$ cat config.mk
export PLATFORM = sky130hd
export DESIGN_NAME = sha256_byte_stream_hasher_top
export DESIGN_NICKNAME = d
export VERILOG_FILES = /design/src/rtl/core/sha256_pkg.sv /design/src/rtl/core/sha256_datapath.sv /design/src/rtl/core/sha256_ctrl.sv /design/src/rtl/core/sha256_byte_stream_hasher_top.sv
export SDC_FILE = /design/constraint.sdc
export NUM_CORES = 2
export LEC_CHECK = 0
export ABC_AREA = 1
export BUFFER_PORTS_ARGS = -buffer_cell sky130_fd_sc_hd__buf_2
export CORE_ASPECT_RATIO = 1.5
export CORE_MARGIN = 4
export CORE_UTILIZATION = 40
export DETAILED_ROUTE_END_ITERATION = 10
export GPL_ROUTABILITY_DRIVEN = 1
export SLEW_MARGIN = 15
export SYNTH_ARGS = -nofsm -noshare
export SYNTH_HDL_FRONTEND = slang
export SYNTH_SLANG_ARGS = --single-unit
$ cat constraint.sdc
create_clock -name clk -period 17.8 [get_ports clk]
set_input_delay 2.67 -clock clk [delete_from_list [all_inputs] [get_ports clk]]
set_output_delay 2.67 -clock clk [all_outputs]
set_load 0.005 [all_outputs]
$ cat src/rtl/core/sha256_pkg.sv
// SHA-256 hasher package: round constants, initial hash values, command and
// status structs shared by the controller and the datapath. No dependencies.
package sha256_pkg;

    localparam logic [31:0] ROUND_K [64] = '{
        32'h428a2f98, 32'h71374491, 32'hb5c0fbcf, 32'he9b5dba5, 32'h3956c25b, 32'h59f111f1,
        32'h923f82a4, 32'hab1c5ed5, 32'hd807aa98, 32'h12835b01, 32'h243185be, 32'h550c7dc3,
        32'h72be5d74, 32'h80deb1fe, 32'h9bdc06a7, 32'hc19bf174, 32'he49b69c1, 32'hefbe4786,
        32'h0fc19dc6, 32'h240ca1cc, 32'h2de92c6f, 32'h4a7484aa, 32'h5cb0a9dc, 32'h76f988da,
        32'h983e5152, 32'ha831c66d, 32'hb00327c8, 32'hbf597fc7, 32'hc6e00bf3, 32'hd5a79147,
        32'h06ca6351, 32'h14292967, 32'h27b70a85, 32'h2e1b2138, 32'h4d2c6dfc, 32'h53380d13,
        32'h650a7354, 32'h766a0abb, 32'h81c2c92e, 32'h92722c85, 32'ha2bfe8a1, 32'ha81a664b,
        32'hc24b8b70, 32'hc76c51a3, 32'hd192e819, 32'hd6990624, 32'hf40e3585, 32'h106aa070,
        32'h19a4c116, 32'h1e376c08, 32'h2748774c, 32'h34b0bcb5, 32'h391c0cb3, 32'h4ed8aa4a,
        32'h5b9cca4f, 32'h682e6ff3, 32'h748f82ee, 32'h78a5636f, 32'h84c87814, 32'h8cc70208,
        32'h90befffa, 32'ha4506ceb, 32'hbef9a3f7, 32'hc67178f2};

    localparam logic [31:0] START_WORDS [8] = '{
        32'h6a09e667, 32'hbb67ae85, 32'h3c6ef372, 32'ha54ff53a,
        32'h510e527f, 32'h9b05688c, 32'h1f83d9ab, 32'h5be0cd19};

    localparam logic [7:0] PAD_MARK   = 8'h80;
    localparam logic [5:0] LEN_OFFSET = 6'd56;

    // byte source for a buffer write
    typedef enum logic [1:0] {
        SRC_DATA = 2'd0,
        SRC_MARK = 2'd1,
        SRC_ZERO = 2'd2,
        SRC_LEN  = 2'd3
    } byte_src_t;

    typedef struct packed {
        logic      push;       // write one byte, advance fill count
        byte_src_t src;
        logic      add_len;    // add 8 to the bit count
        logic      snap_len;   // latch bit count for padding
        logic      comp_start; // load working vars from chain
        logic      comp_round; // run one round
        logic      comp_fold;  // add working vars into chain
        logic      reset_msg;  // chain, count, length back to start
        logic      shift_out;  // rotate chain for digest output
    } dp_cmd_t;

    typedef struct packed {
        logic [5:0] fill;
        logic       round_last;
    } dp_status_t;

    function automatic logic [31:0] ror32(input logic [31:0] x, input int n);
        ror32 = (x >> n) | (x << (32 - n));
    endfunction

endpackage

$ cat src/rtl/core/sha256_datapath.sv
// SHA-256 datapath: block buffer held in the message schedule window, round
// logic, chain words. Depends on sha256_pkg.
module sha256_datapath
(
    input  logic                   clk,
    input  logic                   rst_n,
    input  sha256_pkg::dp_cmd_t    cmd,
    input  logic [7:0]             data_byte,
    output sha256_pkg::dp_status_t status,
    output logic [31:0]            head_word
);

    logic [5:0]  fill_reg;
    logic [63:0] len_reg;
    logic [63:0] snap_reg;
    logic [5:0]  round_reg;
    logic [31:0] chain_reg [8];
    logic [31:0] var_reg [8];
    logic [31:0] w_reg [16];
    logic [7:0]  wr_byte;

    always_comb
    begin
        case (cmd.src)
            sha256_pkg::SRC_DATA: wr_byte = data_byte;
            sha256_pkg::SRC_MARK: wr_byte = sha256_pkg::PAD_MARK;
            sha256_pkg::SRC_ZERO: wr_byte = 8'h00;
            sha256_pkg::SRC_LEN:  wr_byte = snap_reg[63:56];
            default:              wr_byte = 8'h00;
        endcase
    end

    logic [31:0] s0, s1, w_new, big0, big1, ch, maj, t1;
    always_comb
    begin
        s0    = sha256_pkg::ror32(w_reg[1], 7) ^ sha256_pkg::ror32(w_reg[1], 18)
                ^ (w_reg[1] >> 3);
        s1    = sha256_pkg::ror32(w_reg[14], 17) ^ sha256_pkg::ror32(w_reg[14], 19)
                ^ (w_reg[14] >> 10);
        w_new = w_reg[0] + s0 + w_reg[9] + s1;
        big1  = sha256_pkg::ror32(var_reg[4], 6) ^ sha256_pkg::ror32(var_reg[4], 11)
                ^ sha256_pkg::ror32(var_reg[4], 25);
        ch    = (var_reg[4] & var_reg[5]) ^ (~var_reg[4] & var_reg[6]);
        t1    = var_reg[7] + big1 + ch + sha256_pkg::ROUND_K[round_reg] + w_reg[0];
        big0  = sha256_pkg::ror32(var_reg[0], 2) ^ sha256_pkg::ror32(var_reg[0], 13)
                ^ sha256_pkg::ror32(var_reg[0], 22);
        maj   = (var_reg[0] & var_reg[1]) ^ (var_reg[0] & var_reg[2])
                ^ (var_reg[1] & var_reg[2]);
    end

    always_ff @(posedge clk or negedge rst_n)
    begin
        if (!rst_n)
        begin
            fill_reg    <= '0;
            len_reg     <= '0;
            round_reg   <= '0;
            for (int i = 0; i < 8; i++)
            begin
                chain_reg[i] <= sha256_pkg::START_WORDS[i];
            end
        end
        else
        begin
            if (cmd.push)
            begin
                fill_reg <= fill_reg + 6'd1;
            end
            if (cmd.add_len)
            begin
                len_reg <= len_reg + 64'd8;
            end
            if (cmd.comp_start)
            begin
                round_reg <= '0;
            end
            else if (cmd.comp_round)
            begin
                round_reg <= round_reg + 6'd1;
            end
            if (cmd.comp_fold)
            begin
                for (int i = 0; i < 8; i++)
                begin
                    chain_reg[i] <= chain_reg[i] + var_reg[i];
                end
            end
            else if (cmd.reset_msg)
            begin
                for (int i = 0; i < 8; i++)
                begin
                    chain_reg[i] <= sha256_pkg::START_WORDS[i];
                end
                fill_reg <= '0;
                len_reg  <= '0;
            end
            else if (cmd.shift_out)
            begin
                for (int i = 0; i < 7; i++)
                begin
                    chain_reg[i] <= chain_reg[i + 1];
                end
                chain_reg[7] <= chain_reg[0];
            end
        end
    end

    // payload: snapshot, working vars, schedule window; bytes land straight
    // in the window, big-endian within each word
    always_ff @(posedge clk)
    begin
        if (cmd.snap_len)
        begin
            snap_reg <= len_reg;
        end
        else if (cmd.push && cmd.src == sha256_pkg::SRC_LEN)
        begin
            snap_reg <= {snap_reg[55:0], 8'h00};
        end
        if (cmd.comp_start)
        begin
            for (int i = 0; i < 8; i++)
            begin
                var_reg[i] <= chain_reg[i];
            end
        end
        else if (cmd.comp_round)
        begin
            var_reg[7] <= var_reg[6];
            var_reg[6] <= var_reg[5];
            var_reg[5] <= var_reg[4];
            var_reg[4] <= var_reg[3] + t1;
            var_reg[3] <= var_reg[2];
            var_reg[2] <= var_reg[1];
            var_reg[1] <= var_reg[0];
            var_reg[0] <= t1 + big0 + maj;
        end
        if (cmd.comp_round)
        begin
            for (int i = 0; i < 15; i++)
            begin
                w_reg[i] <= w_reg[i + 1];
            end
            w_reg[15] <= w_new;
        end
        else if (cmd.push)
        begin
            case (fill_reg[1:0])
                2'd0:    w_reg[fill_reg[5:2]][31:24] <= wr_byte;
                2'd1:    w_reg[fill_reg[5:2]][23:16] <= wr_byte;
                2'd2:    w_reg[fill_reg[5:2]][15:8]  <= wr_byte;
                default: w_reg[fill_reg[5:2]][7:0]   <= wr_byte;
            endcase
        end
    end

    assign status.fill       = fill_reg;
    assign status.round_last = (round_reg == 6'd63);
    assign head_word         = chain_reg[0];

endmodule

$ cat src/rtl/core/sha256_ctrl.sv
// SHA-256 controller: sequences absorb, padding, compression and digest
// output. Depends on sha256_pkg.
module sha256_ctrl
(
    input  logic                   clk,
    input  logic                   rst_n,
    input  logic                   in_valid,
    output logic                   in_ready,
    input  logic                   in_action,
    output logic                   out_valid,
    input  logic                   out_ready,
    output logic [2:0]             out_index,
    input  sha256_pkg::dp_status_t status,
    output sha256_pkg::dp_cmd_t    cmd
);

    typedef enum logic [2:0] {
        ST_IDLE,
        ST_START,
        ST_ROUND,
        ST_FOLD,
        ST_PAD,
        ST_OUT
    } state_t;

    state_t     state_reg, state_next;
    logic       fin_reg, fin_next;     // in finish sequence
    logic [3:0] padlen_reg, padlen_next; // length bytes written
    logic [2:0] idx_reg, idx_next;
    logic       acc;

    assign in_ready  = (state_reg == ST_IDLE);
    assign acc       = in_valid && in_ready;
    assign out_valid = (state_reg == ST_OUT);
    assign out_index = idx_reg;

    always_comb
    begin
        state_next  = state_reg;
        fin_next    = fin_reg;
        padlen_next = padlen_reg;
        idx_next    = idx_reg;
        cmd         = '0;
        cmd.src     = sha256_pkg::SRC_DATA;
        case (state_reg)
            ST_IDLE:
            begin
                if (acc)
                begin
                    cmd.push = 1'b1;
                    if (!in_action)
                    begin
                        cmd.add_len = 1'b1;
                    end
                    else
                    begin
                        cmd.src      = sha256_pkg::SRC_MARK;
                        cmd.snap_len = 1'b1;
                        fin_next     = 1'b1;
                        padlen_next  = '0;
                    end
                    if (status.fill == 6'd63)
                    begin
                        state_next = ST_START;
                    end
                    else if (in_action)
                    begin
                        state_next = ST_PAD;
                    end
                end
            end
            ST_PAD:
            begin
                // zeros up to byte 56 of a block, then the length bytes; a
                // mark at or past byte 56 leaves the rest of that block zero
                cmd.push = 1'b1;
                if ((status.fill == sha256_pkg::LEN_OFFSET || padlen_reg != 4'd0)
                    && padlen_reg != 4'd8)
                begin
                    cmd.src     = sha256_pkg::SRC_LEN;
                    padlen_next = padlen_reg + 4'd1;
                end
                else
                begin
                    cmd.src = sha256_pkg::SRC_ZERO;
                end
                if (status.fill == 6'd63)
                begin
                    state_next = ST_START;
                end
            end
            ST_START:
            begin
                cmd.comp_start = 1'b1;
                state_next     = ST_ROUND;
            end
            ST_ROUND:
            begin
                cmd.comp_round = 1'b1;
                if (status.round_last)
                begin
                    state_next = ST_FOLD;
                end
            end
            ST_FOLD:
            begin
                cmd.comp_fold = 1'b1;
                if (!fin_reg)
                begin
                    state_next = ST_IDLE;
                end
                else if (padlen_reg == 4'd8)
                begin
                    state_next = ST_OUT;
                    idx_next   = '0;
                end
                else
                begin
                    state_next = ST_PAD;
                end
            end
            ST_OUT:
            begin
                if (out_ready)
                begin
                    idx_next = idx_reg + 3'd1;
                    if (idx_reg == 3'd7)
                    begin
                        cmd.reset_msg = 1'b1;
                        fin_next      = 1'b0;
                        state_next    = ST_IDLE;
                    end
                    else
                    begin
                        cmd.shift_out = 1'b1;
                    end
                end
            end
            default:
            begin
                state_next = ST_IDLE;
            end
        endcase
    end

    always_ff @(posedge clk or negedge rst_n)
    begin
        if (!rst_n)
        begin
            state_reg  <= ST_IDLE;
            fin_reg    <= 1'b0;
            padlen_reg <= '0;
            idx_reg    <= '0;
        end
        else
        begin
            state_reg  <= state_next;
            fin_reg    <= fin_next;
            padlen_reg <= padlen_next;
            idx_reg    <= idx_next;
        end
    end

endmodule

$ cat src/rtl/core/sha256_byte_stream_hasher_top.sv
// SHA-256 byte stream hasher, top level: controller plus datapath.
// Depends on sha256_pkg, sha256_ctrl, sha256_datapath.
//
// Feed the message one byte per input word with tuser low; send a word with
// tuser high to finish. The 64th byte of a block starts the compression: a
// load, one SHA-256 round per cycle in the shared round unit, and a fold,
// with s_tready low meanwhile; other bytes leave it high. Finish writes the
// padding one byte per cycle through the block buffer's single write port,
// runs one or two compressions, then presents eight digest words, most
// significant first, with the index in tuser and tlast on the eighth. The
// input is held off (s_tready low) from finish until the last digest word is
// taken; then the hasher is back at its initial state for the next message.
module sha256_byte_stream_hasher_top
(
    input  logic        clk,
    input  logic        rst_n,
    input  logic        s_tvalid,
    output logic        s_tready,
    input  logic [7:0]  s_tdata,  // [7:0] data_byte
    input  logic        s_tuser,  // [0] action
    output logic        m_tvalid,
    input  logic        m_tready,
    output logic [31:0] m_tdata,  // [31:0] digest_word
    output logic [2:0]  m_tuser,  // [2:0] word_index
    output logic        m_tlast
);

    sha256_pkg::dp_cmd_t    cmd;
    sha256_pkg::dp_status_t status;

    sha256_ctrl u_ctrl
    (
        .clk       (clk),
        .rst_n     (rst_n),
        .in_valid  (s_tvalid),
        .in_ready  (s_tready),
        .in_action (s_tuser),
        .out_valid (m_tvalid),
        .out_ready (m_tready),
        .out_index (m_tuser),
        .status    (status),
        .cmd       (cmd)
    );

    sha256_datapath u_dp
    (
        .clk       (clk),
        .rst_n     (rst_n),
        .cmd       (cmd),
        .data_byte (s_tdata),
        .status    (status),
        .head_word (m_tdata)
    );

    assign m_tlast = (m_tuser == 3'd7);

endmodule

==> impl_metrics.toml <==
[outcome]
status = "complete, no violations"

[synthesis]
synthDominantCellAreaShare_pct = 29.1
yosys.area.top_type = "edfxtp_1"
synth_enable_flop_cells = 829
synth_warnings = 0
synth_area_mm2 = 0.0856
syn_avg_cell_area_um2 = 7.72
syn-num-nets = 11698
ys_async_sr_fraction_pct = 29.1
ys_types = 73
ys_seq_area_share_pct = 39.2
ys.flop_type = "edfxtp_1"
yosysMostFrequentCell = "nand2_1"
synth_common_cells = "2977 x nand2_1, 1336 x inv_1, 1226 x o21ai_0, 857 x nor2_1, 829 x edfxtp_1"
synth_seq_cells = 1169
syn_inst = 11087
synth.top_cells.by_area = "edfxtp_1 29%, nand2_1 13%, o21ai_0 7.2%"

[placement]
routabilityCongestion = 1.05
dp_slack_ns = 7.80
dp_hpwl_um = 305000
portBuffers = 50
placed_area_mm2 = 0.0881

[worst_setup_path]
cp.arrival_ns = 10.93
slowest_delay_ns = 1.08
crit_required_ns = 18.31
worstSetupEndpointType = "flop"
cp_max_fo = 33
slowest_stage = "dfrtp_1"
worstSetupPathType = "flop to flop"
crit_top_cell = "inv_1"
start_kind = "flop"

[global_routing]
antenna_found_initial = 8
grt_usage_pct = 34.8
grt-ovfl-total = 0
grt_max_degree = 153
grt_pass1_vias = 78512
grt_first_pass_wirelength_um = 557000

[drt]
routed_wirelength_um = 394000
drt-pass1-iter-count = 7
drtIter0Drc = 7141
drc = 0
wl_per_cell_um = 28.4
viasPerCell = 5.74
via_count = 79547
final_antenna_net_count = 0

[sta]
drv_slew = 0
min_period_ns = 10.42
max_slew_margin_pct = 22.5
rsz0062_at_grt = "no"
fin_worst_skew_ns = 0.0781
hold_viol = 0
tightest_slew_ns = 1.15
finalSetupTns_ns = 0
timing.fmax_mhz = 96.0
fin_ws_ns = 7.38
period_share_pct = 58.6
finalSetupViolations = 0

[clock_tree]
cts_resized = 0
h-tree-depth = 4
clock_sinks = 1169
clk_latency_ns = 0.86
cts_tree = "yes"
cts_root_buf = "clkbuf_16"
clk_pin_slew_ns = 0.06
cts_inserted_buffers = 139
hold_buffers = 0
clockBufferDepth = 4
post_cts_buffers = 0

[die]
rows = 207
start_util_pct = 40.3
die-area_mm2 = 0.222
dieHeight_um = 575
die_x_um = 386
core_mm2 = 0.212
io_pins = 51

[layout]
area_growth_pct = 8.45
final_area_mm2 = 0.0928
largest_register_ff_count = 512
drive_gt1_share_pct = 5.31
fin_nets = 11531
final_core_util_pct = 43.7
filler_cell_count = 21635

[run]
maxCapViolCount = 0

[min_path]
hold_path.class = "flop to flop"
[logic make-up after synthesis]
family                   after synthesis  synth area share [%]
AO/OA/AOI/OAI                       2278                  14.6
XOR/XNOR                             430                  4.40
adder cells (fa/ha/maj)              598                  10.5
buffers and inverters               1811                  8.32
flip-flops                          1169                  39.2
AND/OR/NAND/NOR                     4801                  23.0
[cell type report]
| class | count | area [µm²] | area share (%) |
|---|---|---|---|
| diodes | 8 | 20.0 | 0.0216 |
| clock buffers | 172 | 3720 | 4.00 |
| clock inverters | 69 | 942 | 1.01 |
| inverters | 1368 | 5150 | 5.55 |
| multi-input cells | 8107 | 44900 | 48.4 |
| flip-flops and latches | 1169 | 33600 | 36.2 |
| well taps | 2821 | 3530 | 3.80 |
| repair buffers | 135 | 966 | 1.04 |
[cells in the final DEF, fill, tap and decap left out, types with 15 or more instances in the layout]
cell type,synthesis,final
nand4_1,131,131
a31oi_1,66,66
o22ai_1,37,37
nand3b_1,21,21
a21oi_1,569,569
o21bai_1,76,76
o21ai_1,68,71
edfxtp_1,829,829
nor3_1,140,140
buf_4,39,80
fa_1,195,195
clkinv_2,0,15
clkbuf_16,0,143
nor4_1,23,23
a22oi_1,27,27
nand2_1,2977,2975
clkinv_1,5,20
o211ai_1,21,21
nor2_1,857,857
o221ai_1,41,41
clkbuf_1,263,25
a21o_1,42,42
buf_2,123,49
xnor2_1,163,163
nand3_1,559,559
o21a_1,19,19
bufinv_16,0,21
or2_2,38,37
dfstp_2,136,136
ha_1,403,403
inv_1,1336,1332
inv_2,27,28
xor2_1,267,267
a21boi_0,22,22
dfrtp_1,204,204
o21ai_0,1226,1222
[worst paths after layout]
kind	cells after the start	slack, ns	startpoint	end
worst min-delay path	2	0.49	u_dp.w_reg[12][28]$_DFFE_PP_	u_dp.w_reg[11][28]$_DFFE_PP_
worst max-delay path	30	7.38	u_dp.round_reg[2]$_DFFE_PN0P_	u_dp.var_reg[0][29]$_DFFE_PP_
min in group asynchronous	1	1.85	rst_n	u_dp.head_word[28]$_DFFE_PN0P_
worst min register to register	2	0.49	u_dp.w_reg[12][28]$_DFFE_PP_	u_dp.w_reg[11][28]$_DFFE_PP_
max in group asynchronous	4	13.31	rst_n	u_dp.chain_reg[121]$_DFFE_PN0P_
worst max register to register	30	7.38	u_dp.round_reg[2]$_DFFE_PN0P_	u_dp.var_reg[0][29]$_DFFE_PP_
[per-stage QoR]
step	instances	hold WS [ns]
5_1_grt	13842	0.517
2_1_floorplan	11087	0.465
4_1_cts	13838	0.492
6_report	13849	0.486
3_5_place_dp	13597	0.483
3_3_place_gp	13597	0.480
[per-layer routing]
layer | up-vias | routed length (µm) | global-route usage [%]
met5 | - | 39 | 0
met2 | 3589 | 190000 | 59.7
met4 | 6 | 48000 | 33.3
met3 | 1379 | 23800 | 5.42
li1 | 36406 | - | -
met1 | 38167 | 132000 | 35.9
[critical path: cells and delay by family (launching register included)]
kind | cells | cell delay [ns]
flip-flops | 1 | 1.08
XOR/XNOR | 1 | 0.76
AO/OA/AOI/OAI | 5 | 1.53
AND/OR/NAND/NOR | 11 | 2.82
adder cells (fa/ha/maj) | 6 | 2.68
buffers and inverters | 7 | 1.20
Power is left out: the tool's default activity adds up to more than one toggle a clock period on the data nets, which glitch-free logic cannot reach.
